<file path="src/hw/rtl/mns_sub_unit.sv">
// Shared subtract-and-compare unit of the melody note sequencer.
// Gives a - b and whether a >= b; no package dependencies.
`timescale 1ns / 1ps

module mns_sub_unit #(
   parameter int WIDTH = 9
) (
   input  logic [WIDTH-1:0] a,
   input  logic [WIDTH-1:0] b,
   output logic [WIDTH-1:0] diff,
   output logic             ge
);

   logic borrow;

   // subtract with borrow out; no borrow means a >= b
   assign {borrow, diff} = {1'b0, a} - {1'b0, b};
   assign ge = ~borrow;

endmodule

</file>
<file path="config.mk">
export PLATFORM = sky130hd
export DESIGN_NAME = mns_sub_unit
export DESIGN_NICKNAME = d
export VERILOG_FILES = /design/src/hw/rtl/mns_sub_unit.sv
export SDC_FILE = /design/constraint.sdc
export NUM_CORES = 1
export LEC_CHECK = 0
export ABC_AREA = 0
export BUFFER_PORTS_ARGS = -buffer_cell sky130_fd_sc_hd__clkbuf_2
export CAP_MARGIN = 20
export CORE_AREA = 10 10 47 49
export DETAILED_ROUTE_END_ITERATION = 10
export DIE_AREA = 0 0 57 59
export SETUP_SLACK_MARGIN = 0.02
export SKIP_LAST_GASP = 1
export SLEW_MARGIN = 25
export SYNTH_ARGS = -nofsm -noshare
export SYNTH_HDL_FRONTEND = slang
export SYNTH_SLANG_ARGS = --single-unit
export TNS_END_PERCENT = 1
</file>
<file path="constraint.sdc">
create_clock -name vclk -period 6.7
set_input_delay 1.34 -clock vclk [all_inputs]
set_output_delay 1.34 -clock vclk [all_outputs]
set_load 0.01 [all_outputs]
</file>
Word level (Yosys, flattened, before mapping)
Cells that the tools add are included.

cells by class
  add/sub/neg operators = 1
  bitwise gates (word level) = 1

operators by type and width
  cell                                          number
  9-bit by 9-bit subtractor with 10-bit output  1
  1-bit NOT                                     1

storage, ports and cells
  logic and storage cells = 2
  register bits = 0

Longest topological paths before layout
Gate-level depths: netlist of the first run.

  word-level depth = 2
  gate-level depth with buffers = 9

Worst setup path before layout of the first run
Ideal clock, no wire load.

  path type = input to output
  start point = input port a[0]
  end point = output port diff[8]
  required time = 5360 ps
  path slack = 2602 ps
  cell stages on the path = 9
  arrival time = 2758 ps
  cell sequence = inv_1 > ha_1 > inv_1 > fa_1 > a21oi_1 > o21ai_1 > and2_4 > o41ai_4 > xnor2_1

on the way
  word-level cells in the longest chain between the ends = 1

ends and longest elaborated chain
  what                                          RTL line  RTL
  from (decl)                                   8         input logic [WIDTH-1:0] a,
  9-bit by 9-bit subtractor with 10-bit output  17        assign {borrow, diff} = {1'b0, a} - {1'b0, b};
  to (decl)                                     10        output logic [WIDTH-1:0] diff,

Every way passes these cells.

Worst setup path after layout of the first run
Ends and elaborated chain as after synthesis.

==> key figures, run 1 <==
Outcome
  – Status: completed

Placed design
  – RePlAce Congestion: 0.723
  – Placed Cells: 96
  – Area after DPL: 543 um^2
  – DP Wirelength: 886 um
  – I/O Buffers: 28

Synth
  – Area share of the largest cell type after synthesis: 0.294
  – Syn Inst Count: 52
  – Synth Area per Inst: 7.36 um^2
  – Unique masters post-synth: 17
  – Top cells by area, synth: ha_1 29%, inv_1 13%, xnor2_1 11%
  – Syn_nets: 80
  – Syn. warnings: 0
  – Synthesized area: 383 um^2
  – Register area share after synthesis: 0
  – Cell taking the most area after synthesis: ha_1

Floorplan
  – IO Pins: 28
  – Core ar.: 1400 um^2
  – Die area: 3360 um^2
  – Std cell rows: 14
  – Initial Util: 0.273
  – Die H: 59 um
  – Die Width: 57 um

Final layout
  – Final Cell Area: 543 um^2
  – Final core occ: 0.388
  – Fillers: 158
  – Most common cell after layout, fill and taps aside: clkbuf_2
  – Seq. cell area: 0 um^2
  – FF+latch count: 0
  – Commonest non-fill, non-tap cells in the layout: 28 x clkbuf_2, 13 x inv_1, 9 x ha_1
  – Area growth from synthesis to layout: 41.8%
  – Fraction of layout cells with a size suffix above 1: 0.388
  – Final net count: 110
  – Clock buffers: 0
  – Area of the multi-input gates: 334 um^2
  – N_diodes: 0
  – Fin cells: 96

Pwr
  – Gate power share: 1.000
  – Int Power: 27.8 uW
  – Sw Share: 0.517
  – Clk pwr share: 0
  – Leak pwr: 0.000337 uW
  – Sequential group share of total power: 0
  – Maximum vdd ir drop: 0.0365 mV
  – Switching power of the nets: 29.7 uW
  – Cell Pwr Density: 106 nW/um^2

Drt
  – Routed via count: 404
  – Routed Antenna Nets: 0
  – Initial DRC Count: 2
  – DRT Pass-1 Iters: 2
  – Post-route DRC: 0
  – Via-per-instance ratio: 4.21
  – Final wirelength: 930 um
  – Routed length per instance: 9.69 um

STA
  – Slew HR: 0.838
  – Fin Setup TNS: 0 ns
  – Max Fclk: 230 MHz
  – Final hold slack: 3.01 ns
  – Slew Limit Fails: 0
  – Worst-Margin Slew: 0.242 ns
  – Final hold vios: 0
  – Post-layout min period: 4.35 ns
  – Tcrit/Tclk final: 0.649
  – Setup violators final: 0
  – RSZ-0062 raised after global routing: no

Critical path
  – Worst Setup Start Kind: input pin
  – CP required: 5.36 ns
  – Critical path peak fanout: 2
  – Crit Path Category: in -> out
  – Critical Path End Type: output port
  – WP data arrival: 3.01 ns

Flow run
  – # Max-Cap Violations: 0

Worst hold path
  – Hold path depth: 4
  – Worst Hold Class: in -> out

Clock network
  – # hold bufs at CTS: 0
  – Cts repair resizes: 0
  – Post-CTS setup buffer count: 0

Global routing
  – First-pass GRT wire length: 1.62 mm
  – Overflow after GRT: 0
  – Initial antenna violation count: 0
  – Vias in the first global route: 405
  – Largest net degree at the start of global routing: 5
  – GRT Util Overall: 0.0537
## metrics by stage
stage / setup WS (ns) / power (uW)
2_1_floorplan: 2.60 / 37.8
3_3_place_gp: 2.36 / 58.0
3_5_place_dp: 2.33 / 58.5
4_1_cts: 2.33 / 58.7
5_1_grt: 2.20 / 65.0
6_report: 2.35 / 57.5
## layer usage
layer,share of wire,vias up,GRT usage
li1,-,226,-
met1,0.46,164,0.0644
met2,0.45,14,0.0961
met3,0.091,0,0.0172
met4,0,0,0
met5,0,-,0
## area by class of cell
| class | instances | area share |
|---|---|---|
| tap | 16 | 0.0369 |
| multi-input combinational | 39 | 0.615 |
| inverter | 13 | 0.0899 |
| timing repair buffer | 28 | 0.258 |
## final timing paths
kind | from | end
max | a[0] | diff[8]
min | b[0] | diff[0]
## worst max-delay path: stages
cell	delay, ns
clkbuf_2	0.08
inv_1	0.04
ha_1	0.13
inv_1	0.05
fa_1	0.39
a21oi_1	0.21
o21ai_1	0.08
and2_4	0.17
o41ai_4	0.21
xnor2_1	0.15
clkbuf_2	0.15
## cells in the mapped netlist
master / count
ha_1: 9
a21oi_2: 1
xor2_1: 2
a21o_1: 2
nand2_1: 3
fa_1: 1
nor2_1: 4
nor3_1: 1
o21bai_1: 1
a31oi_1: 1
inv_1: 13
a21oi_1: 4
o41ai_4: 1
o21ai_1: 1
o21ai_0: 2
xnor2_1: 5
and2_4: 1
## kinds of logic (layout without fill, tap and decap cells)
kind of cell,after synthesis,count (layout),synth area share
AO/OA/AOI/OAI,13,13,0.261
XOR/XNOR,7,7,0.160
buffers and inverters,13,41,0.127
adder cells (fa/ha/maj),10,10,0.346
AND/OR/NAND/NOR,9,9,0.105
## power by group through the flow
stage / registers (uW) / logic [uW] / clock network, uW
after floorplan: 0 / 37.8 / 0
after global placement: 0 / 58.0 / 0
after detailed placement: 0 / 58.5 / 0
after CTS: 0 / 58.7 / 0
after global routing: 0 / 65.0 / 0
final: 0 / 57.5 / 0
(Power assumes the default switching activity.)
==> run 2: changes to the inputs <==
clock period = 4.1 ns   (was 6.7 ns; I/O delays follow)
==> key figures, run 2 (synthesis results as in run 1) <==
Global routing
  – Vias in the first global route: 428 (was 405)
  – Initial antenna violation count: 0 (unchanged)
  – GRT Util Overall: 0.0549 (was 0.0537)
  – Largest net degree at the start of global routing: 5 (unchanged)
  – Overflow after GRT: 0 (unchanged)
  – First-pass GRT wire length: 1.69 mm (was 1.62 mm)

Drt
  – Routed length per instance: 10.1 um (was 9.69 um)
  – Routed via count: 413 (was 404)
  – Post-route DRC: 0 (unchanged)
  – Routed Antenna Nets: 0 (unchanged)
  – Initial DRC Count: 0 (was 2)
  – Via-per-instance ratio: 4.30 (was 4.21)
  – Final wirelength: 972 um (was 930 um)
  – DRT Pass-1 Iters: 1 (was 2)

Pwr
  – Leak pwr: 0.000337 uW (unchanged)
  – Cell Pwr Density: 173 nW/um^2 (was 106 nW/um^2)
  – Tot Pwr: 94.1 uW (was 57.5 uW)
  – Sw Share: 0.518 (was 0.517)
  – Int Power: 45.4 uW (was 27.8 uW)
  – Maximum vdd ir drop: 0.0735 mV (was 0.0365 mV)
  – Sequential group share of total power: 0 (about the same)
  – Switching power of the nets: 48.7 uW (was 29.7 uW)
  – Gate power share: 1.000 (about the same)
  – Clk pwr share: 0 (about the same)

Floorplan
  – Die area: 3360 um^2 (unchanged)
  – Core ar.: 1400 um^2 (unchanged)
  – Initial Util: 0.273 (unchanged)
  – Std cell rows: 14 (unchanged)
  – Die H: 59 um (unchanged)
  – Die Width: 57 um (unchanged)
  – IO Pins: 28 (unchanged)

Final layout
  – Clock buffers: 0 (unchanged)
  – Fraction of layout cells with a size suffix above 1: 0.388 (unchanged)
  – Final core occ: 0.388 (unchanged)
  – N_diodes: 0 (unchanged)
  – FF+latch count: 0 (unchanged)
  – Fillers: 175 (was 158)
  – Area growth from synthesis to layout: 41.8% (unchanged)
  – Most common cell after layout, fill and taps aside: clkbuf_2 (unchanged)
  – Final net count: 110 (unchanged)
  – Commonest non-fill, non-tap cells in the layout: 28 x clkbuf_2, 13 x inv_1, 9 x ha_1 (unchanged)
  – Seq. cell area: 0 um^2 (unchanged)

Critical path
  – CP required: 3.28 ns (was 5.36 ns)
  – Crit Path Category: in -> out (unchanged)
  – Critical Path End Type: output port (unchanged)
  – Crit path from: a[0] (unchanged)
  – Critical path peak fanout: 2 (unchanged)
  – CP endpoint: diff[8] (unchanged)
  – WP data arrival: 2.51 ns (was 3.01 ns)
  – Worst Setup Start Kind: input pin (unchanged)

STA
  – Worst-Margin Slew: 0.239 ns (was 0.242 ns)
  – Fin Setup TNS: 0 ns (unchanged)
  – Post-layout min period: 3.33 ns
  – Tcrit/Tclk final: 0.813
  – Setup violators final: 0 (unchanged)
  – Slew Limit Fails: 0 (unchanged)
  – Final hold vios: 0 (unchanged)
  – Max Fclk: 300 MHz
  – Slew HR: 0.840 (was 0.838)
  – RSZ-0062 raised after global routing: no (unchanged)
  – Setup ws final: 0.768 ns (was 2.35 ns)

Clock network
  – # hold bufs at CTS: 0 (unchanged)
  – Cts repair resizes: 0 (unchanged)
  – Post-CTS setup buffer count: 0 (unchanged)

Worst hold path
  – Worst Hold Class: in -> out (unchanged)

Placed design
  – DP Wirelength: 947 um (was 886 um)
  – I/O Buffers: 28 (unchanged)
  – RePlAce Congestion: 0.733 (was 0.723)
  – Pre-CTS setup slack: 0.745 ns (was 2.33 ns)

Flow run
  – # Max-Cap Violations: 0 (unchanged)

Outcome
  – Status: completed (unchanged)
==> run 2: cell counts in the layout (fill, tap and decap cells not counted) <==
No cell type changed its count.
==> run 2: area by class of cell <==
type | count | area [um^2] | share of cell area
well taps | 16 | 20.0 | 0.0369
inverters | 13 | 48.8 | 0.0899
repair buffers | 28 | 140 | 0.258
multi-input cells | 39 | 334 | 0.615
==> run 2: per-stage QoR <==
stage | cell area (um^2) | hold WS, ns | cells
3_3_place_gp | 543 | 1.97 | 96
2_1_floorplan | 383 | 1.79 | 52
6_report | 543 | 1.97 | 96
5_1_grt | 543 | 2.01 | 96
3_5_place_dp | 543 | 1.97 | 96
4_1_cts | 543 | 1.98 | 96
==> run 2: critical path, cell delays in order <==
cell      delay (ns)
clkbuf_2        0.08
inv_1           0.04
ha_1            0.13
inv_1           0.06
fa_1            0.40
a21oi_1         0.23
o21ai_1         0.08
and2_4          0.17
o41ai_4         0.21
xnor2_1         0.15
clkbuf_2        0.15
==> run 2: power groups by stage <==
stage          Sequential (uW)  Clock (uW)  Combinational (uW)
4_1_cts                      0           0                96.8
5_1_grt                      0           0                 107
3_3_place_gp                 0           0                94.6
6_report                     0           0                94.1
2_1_floorplan                0           0                61.7
3_5_place_dp                 0           0                96.3
==> run 2: worst min path at each step <==
stage / from / to / slack [ns] / cells after the start
final: b[0] / diff[0] / 1.97 / 4
after global routing: b[0] / diff[0] / 2.01 / 4
after CTS: b[0] / diff[0] / 1.98 / 4
after detailed placement: b[0] / diff[0] / 1.97 / 4
after global placement: b[0] / diff[0] / 1.97 / 4
after floorplan: b[0] / diff[0] / 1.79 / 2
==> run 2: layer usage <==
layer  up-vias  global-route usage  share of wire
li1        227                   -              -
met1       170              0.0619           0.41
met2        16               0.102           0.47
met3         0              0.0193           0.12
met4         0                   0              0
met5         -                   0              0
